**src/design/stat_pkg.sv**
```systemverilog
// Shared types and constants for the section table address translation block.
// No dependencies; used by section_table_address_translation.
package stat_pkg;

  localparam int unsigned MAX_SECTIONS = 18;
  localparam int unsigned IDX_W        = $clog2(MAX_SECTIONS);
  localparam int unsigned CNT_W        = $clog2(MAX_SECTIONS + 1);

  localparam logic [31:0] RAM_FLOOR = 32'h8000_0000;

  typedef enum logic [1:0] {
    CMD_CLEAR     = 2'd0,
    CMD_LOAD      = 2'd1,
    CMD_TRANSLATE = 2'd2,
    CMD_NONE      = 2'd3
  } cmd_t;

  typedef enum logic [2:0] {
    STS_TRANSLATED = 3'd0,
    STS_PURE       = 3'd1,
    STS_BEFORE     = 3'd2,
    STS_PAST       = 3'd3,
    STS_LOADED     = 3'd4,
    STS_SKIPPED    = 3'd5,
    STS_FULL       = 3'd6,
    STS_CLEARED    = 3'd7
  } status_t;

  typedef enum logic [2:0] {
    S_IDLE,
    S_TR_RD,
    S_TR_CMP,
    S_LD_RD,
    S_LD_CMP,
    S_LD_PUT
  } state_t;

  typedef struct packed {
    logic [31:0] ram;
    logic [31:0] len;
    logic [31:0] off;
  } sect_entry_t;

  localparam int unsigned ENTRY_W = $bits(sect_entry_t);

endpackage

```
**src/design/stat_ram.sv**
```systemverilog
// Generic single-write, single-read synchronous RAM with registered read data.
// No dependencies.
module stat_ram #(
  parameter int unsigned WIDTH = 32,
  parameter int unsigned DEPTH = 16
) (
  input  logic                     clk,
  input  logic                     we,
  input  logic [$clog2(DEPTH)-1:0] waddr,
  input  logic [WIDTH-1:0]         wdata,
  input  logic                     re,
  input  logic [$clog2(DEPTH)-1:0] raddr,
  output logic [WIDTH-1:0]         rdata
);

  logic [WIDTH-1:0] mem [DEPTH];

  always_ff @(posedge clk) begin
    if (we) begin
      mem[waddr] <= wdata;
    end
    if (re) begin
      rdata <= mem[raddr];
    end
  end

endmodule

```
**src/design/section_table_address_translation.sv**
```systemverilog
// Section table address translation: sorted section table in one RAM plus its walker.
// Depends on stat_pkg and stat_ram.
//
// A transaction is taken when start is high and busy is low; busy stays high
// until its result has been issued. Each result appears for exactly one cycle
// with out_valid and cannot be stalled. Clear, skipped or full loads, the
// unused command, translations below 0x80000000 and translations on an empty
// table finish straight from idle. A translation walks the table one entry per cycle
// through the RAM read port: a read state, then a compare state that reads the next
// entry on a miss and ends on a hit or at the last entry. A load shifts the greater
// entries up one per cycle from the end of the table and writes the new entry in the
// gap, or writes it directly on an empty table. The table is not cleared by reset;
// the entry count is.
module section_table_address_translation (
  input  logic        clk,
  input  logic        rst_n,
  input  logic        start,
  output logic        busy,
  input  logic [1:0]  in_cmd,
  input  logic [31:0] in_address,
  input  logic [31:0] in_entry_file_offset,
  input  logic [31:0] in_entry_ram_base,
  input  logic [31:0] in_entry_length,
  output logic        out_valid,
  output logic [31:0] out_file_offset,
  output logic [2:0]  out_status,
  input  logic        cfg_we,
  input  logic [31:0] cfg_wdata
);

  stat_pkg::state_t state_r, state_nxt;

  logic [31:0]                   start_r;
  logic [stat_pkg::CNT_W-1:0]    cnt_r;
  logic [31:0]                   code_lo_r, code_hi_r, last_ram_r;
  logic [stat_pkg::IDX_W-1:0]    idx_r;
  logic [31:0]                   addr_r;
  stat_pkg::status_t             sts_r;
  stat_pkg::sect_entry_t         new_r;
  logic                          out_valid_r;
  logic [31:0]                   out_off_r;
  stat_pkg::status_t             out_sts_r;

  logic                          accept;
  stat_pkg::cmd_t                cmd;
  stat_pkg::sect_entry_t         rd_entry;
  logic [stat_pkg::ENTRY_W-1:0]  rd_data;
  logic [31:0]                   end_sum, xlat;
  logic                          hit, last, greater;
  logic                          mem_we, mem_re;
  logic [stat_pkg::IDX_W-1:0]    mem_waddr, mem_raddr;
  stat_pkg::sect_entry_t         mem_wdata;
  logic                          done;
  logic [31:0]                   done_off;
  stat_pkg::status_t             done_sts, in_sts;
  logic                          ld_ok;

  assign accept   = start && (state_r == stat_pkg::S_IDLE);
  assign busy     = (state_r != stat_pkg::S_IDLE);
  assign cmd      = stat_pkg::cmd_t'(in_cmd);
  assign rd_entry = stat_pkg::sect_entry_t'(rd_data);
  assign end_sum  = rd_entry.ram + rd_entry.len;
  assign xlat     = start_r + rd_entry.off + addr_r - rd_entry.ram;
  assign hit      = addr_r <= end_sum;
  assign last     = (stat_pkg::CNT_W'(idx_r) + 1'b1) == cnt_r;
  assign greater  = rd_entry.ram > new_r.ram;
  assign ld_ok    = (in_entry_length != 32'd0) && (cnt_r < stat_pkg::CNT_W'(stat_pkg::MAX_SECTIONS));

  always_comb begin
    if (in_address > code_hi_r) begin
      in_sts = stat_pkg::STS_PAST;
    end else if (in_address < stat_pkg::RAM_FLOOR) begin
      in_sts = stat_pkg::STS_PURE;
    end else if (in_address < code_lo_r) begin
      in_sts = stat_pkg::STS_BEFORE;
    end else begin
      in_sts = stat_pkg::STS_TRANSLATED;
    end
  end

  stat_ram #(
    .WIDTH (stat_pkg::ENTRY_W),
    .DEPTH (stat_pkg::MAX_SECTIONS)
  ) u_table (
    .clk   (clk),
    .we    (mem_we),
    .waddr (mem_waddr),
    .wdata (mem_wdata),
    .re    (mem_re),
    .raddr (mem_raddr),
    .rdata (rd_data)
  );

  // next state
  always_comb begin
    state_nxt = state_r;
    unique case (state_r)
      stat_pkg::S_IDLE: begin
        if (accept) begin
          unique case (cmd)
            stat_pkg::CMD_LOAD: begin
              if (ld_ok) begin
                state_nxt = (cnt_r == '0) ? stat_pkg::S_LD_PUT : stat_pkg::S_LD_RD;
              end
            end
            stat_pkg::CMD_TRANSLATE: begin
              if ((in_address >= stat_pkg::RAM_FLOOR) && (cnt_r != '0)) begin
                state_nxt = stat_pkg::S_TR_RD;
              end
            end
            stat_pkg::CMD_CLEAR, stat_pkg::CMD_NONE: state_nxt = stat_pkg::S_IDLE;
          endcase
        end
      end
      stat_pkg::S_TR_RD:  state_nxt = stat_pkg::S_TR_CMP;
      stat_pkg::S_TR_CMP: begin
        if (hit || last) begin
          state_nxt = stat_pkg::S_IDLE;
        end
      end
      stat_pkg::S_LD_RD:  state_nxt = stat_pkg::S_LD_CMP;
      stat_pkg::S_LD_CMP: begin
        if (!greater) begin
          state_nxt = stat_pkg::S_IDLE;
        end else if (idx_r == '0) begin
          state_nxt = stat_pkg::S_LD_PUT;
        end
      end
      stat_pkg::S_LD_PUT: state_nxt = stat_pkg::S_IDLE;
      default:            state_nxt = stat_pkg::S_IDLE;
    endcase
  end

  // memory control and results
  always_comb begin
    mem_we    = 1'b0;
    mem_re    = 1'b0;
    mem_waddr = idx_r + 1'b1;
    mem_raddr = idx_r;
    mem_wdata = new_r;
    done      = 1'b0;
    done_off  = 32'd0;
    done_sts  = sts_r;
    unique case (state_r)
      stat_pkg::S_IDLE: begin
        if (accept) begin
          unique case (cmd)
            stat_pkg::CMD_CLEAR: begin
              done     = 1'b1;
              done_sts = stat_pkg::STS_CLEARED;
            end
            stat_pkg::CMD_LOAD: begin
              done     = !ld_ok;
              done_sts = (in_entry_length == 32'd0) ? stat_pkg::STS_SKIPPED
                                                    : stat_pkg::STS_FULL;
            end
            stat_pkg::CMD_TRANSLATE: begin
              done     = (in_address < stat_pkg::RAM_FLOOR) || (cnt_r == '0);
              done_off = (in_address < stat_pkg::RAM_FLOOR) ? in_address : 32'd0;
              done_sts = in_sts;
            end
            stat_pkg::CMD_NONE: done = 1'b0;
          endcase
        end
      end
      stat_pkg::S_TR_RD: mem_re = 1'b1;
      stat_pkg::S_TR_CMP: begin
        if (hit) begin
          done     = 1'b1;
          done_off = xlat;
        end else if (last) begin
          done = 1'b1;
        end else begin
          mem_re    = 1'b1;
          mem_raddr = idx_r + 1'b1;
        end
      end
      stat_pkg::S_LD_RD: mem_re = 1'b1;
      stat_pkg::S_LD_CMP: begin
        mem_we = 1'b1;
        if (greater) begin
          mem_wdata = rd_entry;
          if (idx_r != '0) begin
            mem_re    = 1'b1;
            mem_raddr = idx_r - 1'b1;
          end
        end else begin
          done     = 1'b1;
          done_sts = stat_pkg::STS_LOADED;
        end
      end
      stat_pkg::S_LD_PUT: begin
        mem_we    = 1'b1;
        mem_waddr = '0;
        done      = 1'b1;
        done_sts  = stat_pkg::STS_LOADED;
      end
      default: done = 1'b0;
    endcase
  end

  always_ff @(posedge clk) begin
    if (!rst_n) begin
      state_r     <= stat_pkg::S_IDLE;
      start_r     <= 32'd0;
      cnt_r       <= '0;
      code_lo_r   <= 32'd0;
      code_hi_r   <= 32'd0;
      last_ram_r  <= 32'd0;
      out_valid_r <= 1'b0;
    end else begin
      state_r     <= state_nxt;
      out_valid_r <= done;
      if (cfg_we) begin
        start_r <= cfg_wdata;
      end
      if (accept && (cmd == stat_pkg::CMD_CLEAR)) begin
        cnt_r     <= '0;
        code_lo_r <= 32'd0;
        code_hi_r <= 32'd0;
      end
      if (accept && (cmd == stat_pkg::CMD_LOAD) && ld_ok) begin
        cnt_r <= cnt_r + 1'b1;
        if ((cnt_r == '0) || (in_entry_ram_base < code_lo_r)) begin
          code_lo_r <= in_entry_ram_base;
        end
        if ((cnt_r == '0) || (in_entry_ram_base >= last_ram_r)) begin
          code_hi_r  <= in_entry_ram_base + in_entry_length;
          last_ram_r <= in_entry_ram_base;
        end
      end
    end
  end

  always_ff @(posedge clk) begin
    if (accept) begin
      addr_r    <= in_address;
      sts_r     <= in_sts;
      new_r.ram <= in_entry_ram_base;
      new_r.len <= in_entry_length;
      new_r.off <= in_entry_file_offset;
      idx_r     <= (cmd == stat_pkg::CMD_LOAD) ? stat_pkg::IDX_W'(cnt_r - 1'b1) : '0;
    end else if ((state_r == stat_pkg::S_TR_CMP) && !hit && !last) begin
      idx_r <= idx_r + 1'b1;
    end else if ((state_r == stat_pkg::S_LD_CMP) && greater && (idx_r != '0)) begin
      idx_r <= idx_r - 1'b1;
    end
    if (done) begin
      out_off_r <= done_off;
      out_sts_r <= done_sts;
    end
  end

  assign out_valid       = out_valid_r;
  assign out_file_offset = out_off_r;
  assign out_status      = out_sts_r;

  a_cnt_bound: assert property (@(posedge clk) disable iff (!rst_n)
    cnt_r <= stat_pkg::CNT_W'(stat_pkg::MAX_SECTIONS))
    else $error("section count above table depth");

  a_no_rw_clash: assert property (@(posedge clk) disable iff (!rst_n)
    (mem_we && mem_re) |-> (mem_waddr != mem_raddr))
    else $error("table read and write hit the same entry");

  a_result_cause: assert property (@(posedge clk) disable iff (!rst_n)
    out_valid |-> ($past(busy) || $past(start)))
    else $error("result without a transaction");

  a_unused_cmd: assert property (@(posedge clk) disable iff (!rst_n)
    (accept && (cmd == stat_pkg::CMD_NONE)) |=> !out_valid)
    else $error("unused command produced a result");

endmodule

```
**config.mk**
```make
export PLATFORM = sky130hd
export DESIGN_NAME = section_table_address_translation
export DESIGN_NICKNAME = d
export VERILOG_FILES = /design/src/design/stat_pkg.sv /design/src/design/stat_ram.sv /design/src/design/section_table_address_translation.sv
export SDC_FILE = /design/constraint.sdc
export NUM_CORES = 2
export LEC_CHECK = 0
export BUFFER_PORTS_ARGS = -buffer_cell sky130_fd_sc_hd__buf_2
export CAP_MARGIN = 5
export CELL_PAD_IN_SITES_DETAIL_PLACEMENT = 0
export CELL_PAD_IN_SITES_GLOBAL_PLACEMENT = 1
export CORE_MARGIN = 2
export CORE_UTILIZATION = 42
export DETAILED_ROUTE_END_ITERATION = 8
export PLACE_DENSITY_LB_ADDON = 0.3
export SYNTH_ARGS = -nofsm -noshare
export SYNTH_HDL_FRONTEND = slang
export SYNTH_SLANG_ARGS = --single-unit
```
**constraint.sdc**
```tcl
create_clock -name clk -period 10.7 [get_ports clk]
set_input_delay 0.535 -clock clk [delete_from_list [all_inputs] [get_ports clk]]
set_output_delay 0.535 -clock clk [all_outputs]
set_load 0.005 [all_outputs]
```
After elaboration in Yosys (flattened, before gate mapping)
Memories as Yosys holds them, arrays and structs flattened. A register that Yosys moved wholly into a read port is not among the register bits.
Index checks and enable logic that the tools add are counted.
- $add $sub $neg: 9
- reductions and logical operators: 33
- mux-type cells: 56
- equal/unequal tests: 14
- magnitude comparators: 9
- operator list (cell ; number):
    $mux 32 ; 10
    $mux 96 ; 2
    $add 32x32->32 ; 4
    $gt 32x32->1 ; 2
    $lt 32x32->1 ; 2
    $pmux 32 s2 ; 1
    $mux 5 ; 11
    $ge 32x32->1 ; 1
    $ge 32x32->1 const B ; 1
    $le 32x32->1 ; 1
    $logic_not 32->1 ; 1
    $lt 32x32->1 const B ; 1
    $reduce_bool 32->1 ; 1
    $sub 32x32->32 ; 1
    $mux 3 ; 9
    $pmux 3 s3 ; 3
    $pmux 3 s5 ; 1
    $mux 1 ; 11
    $add 5x1->5 const B ; 2
    $logic_and 1x1->1 ; 10
    $logic_not 5->1 ; 2
    $pmux 5 s2 ; 1
    $reduce_bool 5->1 ; 2
    $sub 5x1->5 const B ; 2
    21 further kinds ; 39
- output and inout port bits: 37
- word-level logic and storage cells: 137
- input bits: 166
- memories kept: 1
- flip-flop bits (word level): 308
- memory bits (writable): 1728
- memory list (name ; words ; bits a word ; read ports ; clocked after memory_dff ; write ports ; line ; text):
    u_table.mem ; 18 ; 96 ; 1 ; 1 ; 1 ; stat_ram.sv:16 ; logic [WIDTH-1:0] mem [DEPTH];

Depth between registers and ports, before layout
- depth in word-level cells: 7
- mapped depth: 30
- gate-level depth less buffers: 26

Modules after synthesis
A second synthesis with hierarchy kept.
- cells, all modules: 5485
- area total of the unflattened synthesis: 92058.3 um^2
- by module, submodules not included (module ; cells each ; area each (um^2) ; instances ; sequential area each (um^2)):
    stat_ram ; 3091 ; 68752.2 ; 1 ; 54772.5
    section_table_address_translation ; 2394 ; 23306.1 ; 1 ; 7847.5

Worst setup path after synthesis
Ideal clock, no wire load.
- path type: flip-flop to flip-flop
- from: reg idx_r[1] in the netlist's numbering
- to: mem u_table.mem[4][0] in the netlist's numbering, enable pin
- stages on the path, launching flop included: 7
- period minus slack after synthesis: 11.182 ns
- setup slack: -0.482 ns
- arrival time: 10.396 ns
- cells stage by stage: edfxtp_1 ha_1 nand3_1 xnor2_2 a21oi_1 nand3b_1 nor4_1
- cells in the longest elaborated chain, start to end: 2
- ends and longest elaborated chain (what ; line ; text):
    start, declared ; section_table_address_translation.sv:36 ; logic [stat_pkg::IDX_W-1:0] idx_r;
    start signal, assigned ; section_table_address_translation.sv:242 ; idx_r <= (cmd == stat_pkg::CMD_LOAD) ? stat_pkg::IDX_W'(cnt_r - 1'b1) : '0;
    start signal, assigned ; section_table_address_translation.sv:244 ; idx_r <= idx_r + 1'b1;
    start signal, assigned ; section_table_address_translation.sv:246 ; idx_r <= idx_r - 1'b1;
    $add 5x1->5 ; section_table_address_translation.sv:138 ; mem_waddr = idx_r + 1'b1;
    $mux 5 ; section_table_address_translation.sv:144 ; unique case (state_r)
    end, declared ; stat_ram.sv:16 ;
Every way passes these cells.

Worst setup path after layout
- from: reg u_table.rdata[64] (read register of u_table.mem)
- to: reg u_table.rdata[34] (read register of u_table.mem), data pin
- cells in the longest elaborated chain, start to end: 4
- ends and longest elaborated chain (what ; line ; text):
    start, declared ; stat_ram.sv:13 ; output logic [WIDTH-1:0] rdata
    $add 32x32->32 ; section_table_address_translation.sv:62 ; assign end_sum = rd_entry.ram + rd_entry.len;
    $le 32x32->1 ; section_table_address_translation.sv:64 ; assign hit = addr_r <= end_sum;
    $mux 1 or $mux 5 (tied branches) ; section_table_address_translation.sv:168 ; if (hit) begin
    $pmux 1 s3 or $pmux 5 s2 (tied branches) ; section_table_address_translation.sv:144 ;
Several ways; a longest one is shown, not always the timed one.
A chain may end at the register's enable or synchronous reset.

==> results.yml <==
status:
  outcome: "finished clean"
worst_hold_path:
  min_path_cells: 1
  worstHoldStart: "in_entry_length[5]"
  hold_class: "in2reg"
  holdPathEnd: "new_r[37]"
timing:
  skew_ps: 83.6
  fmax_mhz: 113
  finalSetupViolCount: 0
  min_period_ps: 8880
  relSlewSlack_pct: 14.5
  slew_viol_final: 0
  rsz0062_at_grt: "no"
  min_period_over_period_pct: 83.0
  tightestPinTransition_ps: 1250
  setup-tns-final_ps: 0
  finalHoldViolCount: 0
worst_setup_path:
  regToRegSetupSlack_ps: 1820
  slowest_delay_ps: 1060
  r2r_start: "u_table.rdata[64]"
  cp.arrival_ps: 9390
  endpoint_kind: "register"
  worst-setup-path-type: "reg2reg"
  slowest_stage: "a2111oi_0"
  r2r_cells: 26
  critPathLaunchType: "register"
  path_max_fanout: 39
  worstPathRequired_ps: 11210
  timing.rr.end: "u_table.rdata[34]"
clock_tree:
  cts_sinks: 2131
  cts_made_buffers: 217
  clk_path_buf_depth: 3
  clock-root-buffer: "clkbuf_16"
  cts.clk_slew.worst_paths_ps: 60
  clock_latency_ps: 890
  htree_levels: 4
  ctsResizeCount: 0
  cts_tree: "built"
drt:
  drcViolationCount: 0
  wl_per_cell_um: 29.8
  ant_nets: 0
  firstDrtPassIters: 6
  routed_wl_um: 276000
  drt-initial-drc-count: 5879
  num_vias: 54500
  vias_per_cell: 5.89
logic_synthesis:
  yosysTopAreaCell: "edfxtp_1"
  ys_seq_area_share_pct: 68.2
  synth.avg_cell_area_um2: 15.7
  synthTopCellsByArea: "edfxtp_1, mux4_2, ha_1"
  synth-edff-count: 1994
  synthFlopType: "edfxtp_1"
  syn_nets: 6349
  netlist_instances: 5827
  async_flop_share_pct: 0
  ys_ff_latch: 2131
  yosysWarnings: 0
  synth_top_cell_area_share_pct: 65.2
  synth_cell_types: 79
  synth_area_um2: 91800
cells_and_area:
  instances_no_fill: 9258
  fin_nets: 6736
  drive_gt1_share_pct: 16.9
  fillCellCount: 18200
  syn2layout_area_growth_pct: 14.5
global_route:
  grt_pass1_wl_um: 390000
  grt_overflow: 0
  antenna_found_initial: 24
  grt_max_degree: 119
  grtUsageTotal_pct: 24.5
  grt_pass1_vias: 53500
floorplanning:
  initial_core_util_pct: 42.3
  ios: 203
  fp.dieH_um: 471
  dieArea_um2: 222000
  std_cell_rows: 171
  core-area_um2: 217000
  die_w_um: 471
pwr:
  p_leak_uw: 0.0362
  pwr_density_cell_nw_per_um2: 207
  vdd_drop_max_mv: 0.162
run:
  cap_violations: 0
place:
  numPortBuffers: 202
  dp_hpwl_um: 162000
  gp_congestion: 0.891
  placed_cells: 8713
==> cell type report <==
cell class                      instances  area, µm²  area share [%]
Clock inverter                        127       1370            1.30
Timing Repair Buffer                  435       3450            3.29
Sequential cell                      2131      62600            59.6
Multi-Input combinational cell       3132      27200            25.9
Clock buffer                          279       5760            5.49
Tap cell                             2854       3570            3.40
Inverter                              297       1120            1.07
Antenna cell                            3       7.51         0.00714
==> layout by cell type, fill, tap and decap left out, types with 38 or more instances in the layout <==
cell | netlist | final
nor2_1 | 105 | 85
nand2_1 | 607 | 606
edfxtp_1 | 1994 | 1994
clkbuf_16 | 0 | 220
nand4_1 | 40 | 40
a21o_1 | 93 | 92
mux4_2 | 316 | 316
nor2b_1 | 115 | 115
buf_4 | 25 | 70
buf_2 | 51 | 201
clkinv_1 | 1 | 38
dfxtp_1 | 137 | 137
and3_1 | 46 | 46
a211oi_1 | 74 | 74
fa_1 | 64 | 64
o21ai_0 | 113 | 112
nor3_1 | 61 | 60
xnor2_1 | 63 | 62
mux2i_1 | 104 | 103
clkinv_2 | 0 | 38
dlygate4sd3_1 | 0 | 136
a311oi_1 | 63 | 63
o22ai_1 | 65 | 65
ha_1 | 292 | 292
a21oi_1 | 324 | 323
clkbuf_1 | 162 | 54
and2_1 | 78 | 78
nand3_1 | 129 | 126
inv_1 | 296 | 295
mux2_2 | 93 | 92
==> power by group <==
part	internal (µW)	leakage, µW	switching (µW)
Clock	4310	0.00345	3290
Combinational	1730	0.0135	2680
Sequential	9500	0.0192	218
Total	15500	0.0362	6190
==> kinds of logic (layout without fill, tap and decap cells) <==
kind of cell	after synthesis	count (layout)	share of synthesized area, %
flops	2131	2131	68.2
simple gates	1256	1256	6.44
compound gates	905	905	6.36
buf+inv	564	1138	2.52
mux	513	513	10.0
fa+ha+maj	356	356	5.38
xor+xnor	102	102	1.03
other cells	0	3	0
==> cells in the mapped netlist, drive strengths merged (4+ instances only) <==
library cell and number:
edfxtp 1994, nand2 607, a21oi 324, mux4 316, inv 296, ha 292, clkbuf 163, dfxtp 137
nand3 131, nor2b 115, o21ai 115, nor2 106, buf 104, mux2i 104, a21o 93, mux2 93
and2 78, a211oi 74, xnor2 66, o22ai 65, fa 64, a311oi 63, nor3 61, and3 46
nand4 41, a2111oi 39, xor2 36, nand2b 18, a21boi 16, o21a 15, nand3b 13, nor4 13
o21bai 13, a22o 12, a31oi 12, a211o 11, o31ai 10, o211ai 9, or3 8, or2 7
a221oi 4, and4 4
==> worst max-delay path, delay by kind of cell, from the launching register on <==
family | cells | cell delay, ps
XOR/XNOR | 1 | 150
flip-flops | 1 | 390
AO/OA/AOI/OAI | 11 | 3700
adder cells (fa/ha/maj) | 3 | 880
buffers and inverters | 2 | 670
AND/OR/NAND/NOR | 7 | 1920
multiplexers | 2 | 760
==> state kept, by name (all words and copies together), names as in the netlist <==
signal,count
addr_r,32
cnt_r,5
code_hi_r,32
code_lo_r,32
idx_r,5
last_ram_r,32
new_r,96
out_file_offset,32
out_status,3
out_valid,1
start_r,32
state_r,3
sts_r,2
u_table.mem,1728
u_table.rdata,96
==> repair_timing <==
action,4_1_cts,5_1_grt
hold buffers,136,0
endpoints found under the hold margin,169,0
setup buffers,0,0
endpoints found under the setup margin,0,0
==> per-stage QoR <==
stage	utilization [%]	total power (µW)	cell area, µm²	hold WS [ps]	setup slack, ps
3_3_place_gp	44.5	14200	96600	463	2090
4_1_cts	48.4	21800	105000	0.161	1950
5_1_grt	48.4	22600	105000	6.02	1510
3_5_place_dp	44.5	14200	96600	470	2050
2_1_floorplan	-	12800	91800	449	2140
6_report	48.4	21700	105000	53.4	1820
==> worst max-delay path by stage <==
stage / cells after the start / start / to
detailed placement: 26 / u_table.rdata[64] / u_table.rdata[34]
global route: 26 / u_table.rdata[64] / u_table.rdata[34]
global placement: 26 / u_table.rdata[64] / u_table.rdata[34]
floorplan: 22 / u_table.rdata[64] / u_table.rdata[0]
finish: 26 / u_table.rdata[64] / u_table.rdata[34]
CTS: 26 / u_table.rdata[64] / u_table.rdata[34]
==> layer usage <==
layer / routed length [µm] / GRT usage, %
met5: 55 / 0
met2: 128000 / 38.8
met4: 9380 / 7.91
met3: 23500 / 4.41
met1: 115000 / 34.4
No activity file was read; power rests on OpenSTA's default activity.
